## src/hdl/suk_pkg.sv

```systemverilog
// Shared types, constants and codes for the sorted unique key table.
// No dependencies; imported by every module of the block.
package suk_pkg;

  localparam int unsigned KeyW        = 32;
  localparam int unsigned ModeW       = 2;
  localparam int unsigned StatusW     = 2;
  localparam int unsigned CountW      = 5;
  localparam int unsigned CapacityDef = 16;

  typedef logic signed [KeyW-1:0] key_t;

  localparam logic [ModeW-1:0] MODE_INSERT = 2'd0;
  localparam logic [ModeW-1:0] MODE_DELETE = 2'd1;
  localparam logic [ModeW-1:0] MODE_SEARCH = 2'd2;
  localparam logic [ModeW-1:0] MODE_CLEAR  = 2'd3;

  localparam logic [StatusW-1:0] STATUS_OK   = 2'd0;
  localparam logic [StatusW-1:0] STATUS_MISS = 2'd1;
  localparam logic [StatusW-1:0] STATUS_FULL = 2'd2;

  typedef struct packed {
    logic [ModeW-1:0] mode;
    key_t             key;
  } in_item_t;

  typedef struct packed {
    logic [StatusW-1:0] status;
    logic [CountW-1:0]  entry_count;
  } out_item_t;

  typedef struct packed {
    logic cmp_en;
    logic ins_en;
    logic del_en;
  } suk_ctrl_t;

endpackage

```

## src/hdl/suk_cell.sv

```systemverilog
// One slot of the key chain: holds a key and its compare flags.
// Depends on suk_pkg.
module suk_cell import suk_pkg::*; (
  input  logic      clk_i,
  input  logic      rst_ni,
  input  suk_ctrl_t ctrl_i,
  input  key_t      search_key_i,
  input  logic      occupied_i,
  input  key_t      left_key_i,
  input  logic      left_lt_i,
  input  key_t      right_key_i,
  output key_t      key_o,
  output logic      lt_o,
  output logic      eq_o
);

  key_t key_q, key_d;
  logic lt_q, lt_d;
  logic eq_q, eq_d;

  always_comb begin
    lt_d = lt_q;
    eq_d = eq_q;
    if (ctrl_i.cmp_en) begin
      lt_d = occupied_i && (key_q < search_key_i);
      eq_d = occupied_i && (key_q == search_key_i);
    end
  end

  always_comb begin
    key_d = key_q;
    if (ctrl_i.ins_en && !lt_q) begin
      key_d = left_lt_i ? search_key_i : left_key_i;
    end else if (ctrl_i.del_en && !lt_q) begin
      key_d = right_key_i;
    end
  end

  always_ff @(posedge clk_i or negedge rst_ni) begin
    if (!rst_ni) begin
      lt_q <= 1'b0;
      eq_q <= 1'b0;
    end else begin
      lt_q <= lt_d;
      eq_q <= eq_d;
    end
  end

  always_ff @(posedge clk_i) begin
    key_q <= key_d;
  end

  assign key_o = key_q;
  assign lt_o  = lt_q;
  assign eq_o  = eq_q;

endmodule

```

## src/hdl/suk_chain.sv

```systemverilog
// Row of key cells linked to their neighbours for shifting on insert and delete.
// Depends on suk_pkg and suk_cell.
module suk_chain import suk_pkg::*; #(
  parameter int unsigned Capacity = CapacityDef,
  parameter int unsigned CntW     = $clog2(Capacity + 1)
) (
  input  logic                clk_i,
  input  logic                rst_ni,
  input  suk_ctrl_t           ctrl_i,
  input  key_t                search_key_i,
  input  logic [CntW-1:0]     count_i,
  output logic [Capacity-1:0] lt_o,
  output logic [Capacity-1:0] eq_o
);

  key_t keys [Capacity];

  for (genvar i = 0; i < Capacity; i++) begin : g_cell
    key_t left_key;
    key_t right_key;
    logic left_lt;

    if (i == 0) begin : g_first
      assign left_key = search_key_i;
      assign left_lt  = 1'b1;
    end else begin : g_inner
      assign left_key = keys[i-1];
      assign left_lt  = lt_o[i-1];
    end

    if (i == Capacity - 1) begin : g_last
      assign right_key = keys[i];
    end else begin : g_notlast
      assign right_key = keys[i+1];
    end

    suk_cell u_cell (
      .clk_i        (clk_i),
      .rst_ni       (rst_ni),
      .ctrl_i       (ctrl_i),
      .search_key_i (search_key_i),
      .occupied_i   (CntW'(i) < count_i),
      .left_key_i   (left_key),
      .left_lt_i    (left_lt),
      .right_key_i  (right_key),
      .key_o        (keys[i]),
      .lt_o         (lt_o[i]),
      .eq_o         (eq_o[i])
    );
  end

endmodule

```

## src/hdl/sorted_unique_key_table.sv

```systemverilog
// Top level of the sorted unique key table: control sequencer and result register.
// Depends on suk_pkg and suk_chain.
//
//   channel | direction | handshake               | payload
//   in      | input     | in_valid_i / in_stall_o | in_data_i  (mode, key)
//   out     | output    | out_valid_o/out_stall_i | out_data_o (status, entry_count)
//
// A transaction passes through accept, a compare state in which every cell registers its
// compare flags, and an update state that shifts the chain and loads the result.
// The update waits while a previous result is still stalled in the output register.
// Reset empties the table at once; the key cells need no clearing.
module sorted_unique_key_table import suk_pkg::*; #(
  parameter int unsigned Capacity = CapacityDef
) (
  input  logic      clk_i,
  input  logic      rst_ni,
  input  logic      in_valid_i,
  output logic      in_stall_o,
  input  in_item_t  in_data_i,
  output logic      out_valid_o,
  input  logic      out_stall_i,
  output out_item_t out_data_o
);

  localparam int unsigned CntW = $clog2(Capacity + 1);

  typedef enum logic [2:0] {
    S_IDLE = 3'b001,
    S_CMP  = 3'b010,
    S_UPD  = 3'b100
  } state_e;

  state_e              state_q, state_d;
  in_item_t            item_q;
  logic [CntW-1:0]     cnt_q, cnt_d;
  logic                out_valid_q, out_valid_d;
  out_item_t           out_q, out_d;
  logic [Capacity-1:0] lt;
  logic [Capacity-1:0] eq;
  suk_ctrl_t           ctrl;
  logic                accept;
  logic                upd_go;
  logic                present;
  logic                full;

  assign accept  = in_valid_i && !in_stall_o;
  assign upd_go  = (state_q == S_UPD) && !(out_valid_q && out_stall_i);
  assign present = |eq;
  assign full    = (cnt_q == CntW'(Capacity));

  always_comb begin
    ctrl.cmp_en = (state_q == S_CMP);
    ctrl.ins_en = upd_go && (item_q.mode == MODE_INSERT) && !present && !full;
    ctrl.del_en = upd_go && (item_q.mode == MODE_DELETE) && present;
  end

  always_comb begin
    state_d = state_q;
    case (state_q)
      S_IDLE:  if (accept) state_d = S_CMP;
      S_CMP:   state_d = S_UPD;
      S_UPD:   if (upd_go) state_d = S_IDLE;
      default: state_d = S_IDLE;
    endcase
  end

  always_comb begin
    cnt_d       = cnt_q;
    out_valid_d = out_valid_q && out_stall_i;
    out_d       = out_q;
    if (upd_go) begin
      out_d.status = STATUS_OK;
      case (item_q.mode)
        MODE_INSERT: begin
          if (present) begin
            out_d.status = STATUS_MISS;
          end else if (full) begin
            out_d.status = STATUS_FULL;
          end else begin
            cnt_d = cnt_q + CntW'(1);
          end
        end
        MODE_DELETE: begin
          if (!present) begin
            out_d.status = STATUS_MISS;
          end else begin
            cnt_d = cnt_q - CntW'(1);
          end
        end
        MODE_SEARCH: out_d.status = present ? STATUS_OK : STATUS_MISS;
        default:     cnt_d = '0;
      endcase
      out_d.entry_count = CountW'(cnt_d);
      out_valid_d       = 1'b1;
    end
  end

  always_ff @(posedge clk_i or negedge rst_ni) begin
    if (!rst_ni) begin
      state_q     <= S_IDLE;
      cnt_q       <= '0;
      out_valid_q <= 1'b0;
    end else begin
      state_q     <= state_d;
      cnt_q       <= cnt_d;
      out_valid_q <= out_valid_d;
    end
  end

  always_ff @(posedge clk_i) begin
    if (accept) begin
      item_q <= in_data_i;
    end
    out_q <= out_d;
  end

  suk_chain #(
    .Capacity (Capacity),
    .CntW     (CntW)
  ) u_chain (
    .clk_i        (clk_i),
    .rst_ni       (rst_ni),
    .ctrl_i       (ctrl),
    .search_key_i (item_q.key),
    .count_i      (cnt_q),
    .lt_o         (lt),
    .eq_o         (eq)
  );

  assign in_stall_o  = (state_q != S_IDLE);
  assign out_valid_o = out_valid_q;
  assign out_data_o  = out_q;

  a_count_bound: assert property (@(posedge clk_i) disable iff (!rst_ni)
    cnt_q <= CntW'(Capacity))
    else $error("entry count above capacity");

  a_unique_match: assert property (@(posedge clk_i) disable iff (!rst_ni)
    (state_q == S_UPD) |-> $onehot0(eq))
    else $error("key matched in more than one cell");

  a_lt_prefix: assert property (@(posedge clk_i) disable iff (!rst_ni)
    (state_q == S_UPD) |-> ((lt & (lt + Capacity'(1))) == '0))
    else $error("less-than flags not a prefix of the chain");

  a_count_after_upd: assert property (@(posedge clk_i) disable iff (!rst_ni)
    !$stable(cnt_q) |-> $past(state_q == S_UPD))
    else $error("entry count changed outside update cycle");

  a_result_after_upd: assert property (@(posedge clk_i) disable iff (!rst_ni)
    $rose(out_valid_q) |-> $past(state_q == S_UPD))
    else $error("result raised outside update cycle");

endmodule
```

## config.mk

```make
export PLATFORM = sky130hd
export DESIGN_NAME = sorted_unique_key_table
export DESIGN_NICKNAME = d
export VERILOG_FILES = /design/src/hdl/suk_pkg.sv /design/src/hdl/suk_cell.sv /design/src/hdl/suk_chain.sv /design/src/hdl/sorted_unique_key_table.sv
export SDC_FILE = /design/constraint.sdc
export NUM_CORES = 2
export LEC_CHECK = 0
export BUFFER_PORTS_ARGS = -buffer_cell sky130_fd_sc_hd__buf_2
export CAP_MARGIN = 15
export CORE_UTILIZATION = 55
export CTS_CLUSTER_SIZE = 8
export DETAILED_ROUTE_END_ITERATION = 10
export PLACE_DENSITY = 0.71
export SYNTH_ARGS = -nofsm -noshare
export SYNTH_HDL_FRONTEND = slang
export SYNTH_SLANG_ARGS = --single-unit
```

## constraint.sdc

```tcl
create_clock -name clk_i -period 4.7 [get_ports clk_i]
set_input_delay 0 -clock clk_i [delete_from_list [all_inputs] [get_ports clk_i]]
set_output_delay 0 -clock clk_i [all_outputs]
set_load 0.01 [all_outputs]
```

**Yosys cells after proc, flatten, opt, wreduce, memory -nomap -nowiden**

Index checks and enable logic that the tools add are counted.

- Bits in registers: 594
- Word-level logic and storage cells: 281
- Output and inout bits: 9
- Bits of input ports: 38

- Multiplexer cells: 57
- Eq/ne operators: 25
- Add/subtract/negate cells: 2
- Reductions and logical operators: 110
- Magnitude comparators: 32

Operator list:

| cell | count |
|---|---|
| $mux W32 | 45 |
| $eq A32 B32 Y1 | 16 |
| $lt A32 B32 Y1 | 16 |
| $logic_and A1 B1 Y1 | 71 |
| $lt A4 B5 Y1 const A | 8 |
| $reduce_bool A2 Y1 | 15 |
| $logic_not A1 Y1 | 20 |
| $lt A3 B5 Y1 const A | 4 |
| $reduce_or A16 Y1 | 1 |
| $mux W5 | 3 |
| $pmux W5 S3 | 1 |
| $lt A1 B5 Y1 const A | 2 |
| $lt A2 B5 Y1 const A | 2 |
| $pmux W3 S3 | 1 |
| $mux W3 | 2 |
| $add A5 B1 Y5 const B | 1 |
| $eq A5 B5 Y1 const B | 1 |
| $sub A5 B1 Y5 const B | 1 |
| $mux W2 | 2 |
| $ne A2 B2 Y1 const B | 2 |
| $pmux W2 S2 | 1 |
| $eq A3 B1 Y1 const B | 1 |
| $eq A3 B2 Y1 const B | 1 |
| $eq A3 B3 Y1 const B | 1 |
| 7 further kinds | 8 |

**Longest topological paths before layout**

- Depth in word-level cells: 8
- Mapped depth: 10
- Gate-level depth less buffers: 8

**Hierarchy**

From an unflattened synthesis, not the netlist that was laid out.

- Cell total of the unflattened synthesis: 4468
- Area, all modules: 42776.0 sq um

Modules (own cells, without submodules):

| module | times used | area an instance (sq um) | cells each | seq. area each (sq um) |
|---|---|---|---|---|
| suk_cell | 16 | 2524.9 | 267 | 1011.0 |
| sorted_unique_key_table | 1 | 2103.3 | 153 | 1457.6 |
| suk_chain | 1 | 274.0 | 43 | 0.0 |

**Worst setup path before layout**

Ideal clock, no wire load.

- Kind: reg-to-reg
- Start point: reg u_chain.g_cell[14].u_cell.eq_q
- End point: reg u_chain.g_cell[0].u_cell.key_q[0], enable pin
- Cell stages (with the launch flop): 9
- Arrival time: 3.536 ns
- Setup time: 0.421 ns
- Path buffers: 2
- Period minus slack after synthesis: 3.957 ns
- Path slack: 0.743 ns
- Required time: 4.279 ns
- Cells stage by stage: dfrtp_1 > or4_1 > nor4_1 > clkbuf_1 > and3_1 > a21o_1 > nand2_1 > clkbuf_1 > nor2_1

- Cells in the longest elaborated chain, start to end: 6
- Elaborated cells on any way between the ends: 8
- Classes of those cells: reduce/logical (8)

Ends and longest elaborated chain:

| item | line | source |
|---|---|---|
| start: declaration | suk_cell.sv:19 | `logic eq_q, eq_d;` |
| start signal: assignment | suk_cell.sv:45 | `eq_q <= eq_d;` |
| $reduce_or A16 Y1 (*) | sorted_unique_key_table.sv:48 | `assign present = \|eq;` |
| $logic_not A1 Y1 | -- |  |
| $logic_and A1 B1 Y1 (2 in a row) | sorted_unique_key_table.sv:53 | `ctrl.ins_en = upd_go && (item_q.mode == MODE_INSERT) && !present && !full;` |
| $logic_and A1 B1 Y1 | suk_cell.sv:32 | `if (ctrl_i.ins_en && !lt_q) begin` |
| $reduce_bool A2 Y1 (no line) (*) | -- |  |
| end signal: assignment | suk_cell.sv:50 | `key_q <= key_d;` |
| end: declaration | suk_cell.sv:17 | `key_t key_q, key_d;` |

Every way passes the cells marked *; elsewhere a longest branch is shown, timed or not.
A chain may end at the register's enable or synchronous reset.

**Worst setup path after layout**

- Start point: reg item_q[26] in the netlist's numbering
- End point: reg u_chain.g_cell[10].u_cell.lt_q

- Cells in the longest elaborated chain, start to end: 2

Ends and longest elaborated chain:

| item | line | source |
|---|---|---|
| start: declaration | sorted_unique_key_table.sv:34 | `in_item_t item_q;` |
| start signal: assignment | sorted_unique_key_table.sv:112 | `item_q <= in_data_i;` |
| $lt A32 B32 Y1 | suk_cell.sv:25 | `lt_d = occupied_i && (key_q < search_key_i);` |
| $logic_and A1 B1 Y1 | suk_cell.sv:25 |  |
| end signal: assignment | suk_cell.sv:44 | `lt_q <= lt_d;` |
| end: declaration | suk_cell.sv:18 | `logic lt_q, lt_d;` |

No other way between the ends.

==> flow_summary.ini <==
[outcome]
status = completed

[cells_and_area]
diodes = 0
design_area_sq_mm = 0.0442
n_fill_cell = 5947
fin_nets = 4423
area_growth_pct = 10.3
drive_gt1_share_pct = 7.83

[timing]
hold_viol = 0
fin_skew_ns = 0.0249
fin_crit_sh_pct = 84.2
setup_ws_ns = 0.745
fin_hold_ws_ns = 0.0590
max-slew-margin-rel_pct = 26.4
max_freq_ghz = 0.253
drv_slew = 0
rsz0062_at_grt = false
worst_pin_slew_ns = 1.10
period_needed_ns = 3.96
fin_setup_tns_ns = 0
setup_viol = 0

[setup_path]
crit_end = u_chain.g_cell[10].u_cell.lt_o
rr_startpoint = item_q[26]
r2r-end = u_chain.g_cell[10].u_cell.lt_o
critical_path.startpoint = item_q[26]
crit_required_ns = 5.19
startpoint_type = flop
cp.arrival_ns = 4.45
crit_fanout = 17
rrSetupSlack_ns = 0.74
crit_type = flop to flop
worstRegToRegCells = 7
endpoint_kind = flop

[logic_synthesis]
synth_commonest_cells = 689 x a21oi_1, 553 x edfxtp_1, 524 x nor2_1, 519 x ha_1, 448 x mux2i_1
netlist.area_leader.share_pct = 41.5
synthCells = 3845
syn_nets = 4402
ys.flop_type = edfxtp_1
synth_top_family_by_area = adder cells
seq_area_frac_synth_pct = 44.0
synth-async-reset-ratio_pct = 6.90
synth-edff-count = 553
synth_compound_area_share_pct = 12.6
yosys_warnings = 0
synthAdderAreaFrac_pct = 16.2
synth_simple_gate_area_share_pct = 11.1
synth_largest_area_cell = edfxtp_1
synth_most_common_cell = a21oi_1
synthTopCellsByArea = edfxtp_1 41%, ha_1 16%, mux2i_1 11%
synthMuxAreaShare_pct = 13.0
ys_ff_latch = 594
synth_xor_xnor_area_share_pct = 0.0656
syn_area_sq_mm = 0.0401
synth_cell_types = 57
avgSynthCellArea_sq_um = 10.4

[hold_path]
hp-class = primary input to async pin

[cts]
clock_latency_ns = 0.64
root_buffer = clkbuf_16
ctsHtreeMaxLevel = 3
cts_tree = done
cts_setup_buffers = 0
ctsHoldBuffers = 37
numCtsBuffers = 84
numClockSinks = 594
cts_resized = 0
clk_pin_slew_worst_paths_ns = 0.06
cts_buffer_depth = 3

[grt]
grt_overflow = 0
grt_pass1_wl_mm = 177
grt_max_degree = 65
grt_use_total_pct = 30.6
grt_pass1_vias = 30700
antenna_found_initial = 0

[floorplan]
start_util_pct = 55.8
die_area_sq_mm = 0.0739
die_h_um = 272
core_region_area_sq_mm = 0.0717
die_w_um = 272
io_pins = 47
fp-row-count = 98

[detailed_routing]
drc_errors = 0
vias = 31600
firstDrtPassIters = 5
antenna_left = 0
wire_per_inst_um = 23.6
routed_wl_mm = 115
vias_per_cell = 6.49
initialDrtViolationCount = 3200

[placed_design]
gp_congestion = 0.921
hpwl_mm = 82.7
place_area_sq_mm = 0.0414
io_buffers = 46
pre_cts_ws_ns = 0.876

[power_and_ir_drop]
p_total_mw = 17.5
p_leak_nw = 17.1
power.density_mw_per_mm2 = 396
ir_drop_uv = 387

[run]
max_cap_viol_count = 0
## through the flow
stage | util [%] | std cells
final | 61.6 | 4873
after global routing | 61.6 | 4873
after CTS | 61.6 | 4873
after detailed placement | 57.7 | 4693
after global placement | 57.7 | 4693
after floorplan | - | 3845
## area by class of cell
class / instances / area, sq um / share of cell area, %
Clock buffer: 137 / 2340 / 5.31
Inverter: 79 / 297 / 0.671
Clock inverter: 6 / 58.8 / 0.133
Sequential cell: 594 / 17700 / 40.0
Multi-Input combinational cell: 2942 / 21400 / 48.4
Tap cell: 950 / 1190 / 2.69
Timing Repair Buffer: 165 / 1240 / 2.81
## report_power, final
part / internal, mW / leakage [nW] / switching [mW]
Clock: 3.37 / 1.15 / 2.37
Combinational: 2.07 / 10.4 / 3.07
Sequential: 6.01 / 5.51 / 0.591
## critical path, cell delays in order (launching register included)
cell,delay [ns]
edfxtp_1,0.76
inv_1,0.58
ha_1,0.49
nand4_1,0.24
nor4_1,0.94
nand2_1,0.10
o21ai_0,0.50
o21ai_0,0.19
## flip-flops by register name, summed over array words and instances (netlist names)
name	flops
cnt_q	5
item_q	34
out_data_o	7
out_valid_o	1
state_q	3
u_chain.g_cell.u_cell.eq_o	16
u_chain.g_cell.u_cell.key_o	512
u_chain.g_cell.u_cell.lt_o	16
## worst min path at each step
stage | endpoint | depth (start not counted) | slack [ns]
after floorplan | cnt_q[0] | 0 | -0.30
after global placement | item_q[28] | 1 | 0.18
after detailed placement | item_q[2] | 1 | 0.18
after CTS | item_q[1] | 2 | 0.04
after global routing | item_q[2] | 2 | 0.07
final | cnt_q[3] | 3 | 0.06
## routing by layer
layer  vias up  global-route usage [%]  wire length, um
li1      14600                       -                -
met1     15600                    43.3            50600
met2      1304                    49.2            53600
met3       179                    4.20             8330
met4         0                    8.43             2380
met5         -                       0                0
## kinds of logic (layout without fill, tap and decap cells)
logic type	Yosys count	count (layout)
DFF	594	594
AOI/OAI and AO/OA	913	913
xor gates and xnor gates	3	3
buffers and inverters	309	387
muxes	512	512
adders and majority gates	519	519
and+or+nand+nor	995	995
## placed cells by master, fill, tap and decap left out, types with 51 or more instances in the layout
cell       Yosys  final
mux2i_1      448    448
a21oi_1      689    689
ha_1         519    519
inv_1         79     79
nor2_1       524    502
nand3_1       71     71
o21ai_0       69     69
clkbuf_16      0     86
nand2_1      169    169
buf_4          0     80
edfxtp_1     553    553
clkbuf_1     199     51
nand4_1      100    100
Note: power is estimated with default switching activity, not from simulation.
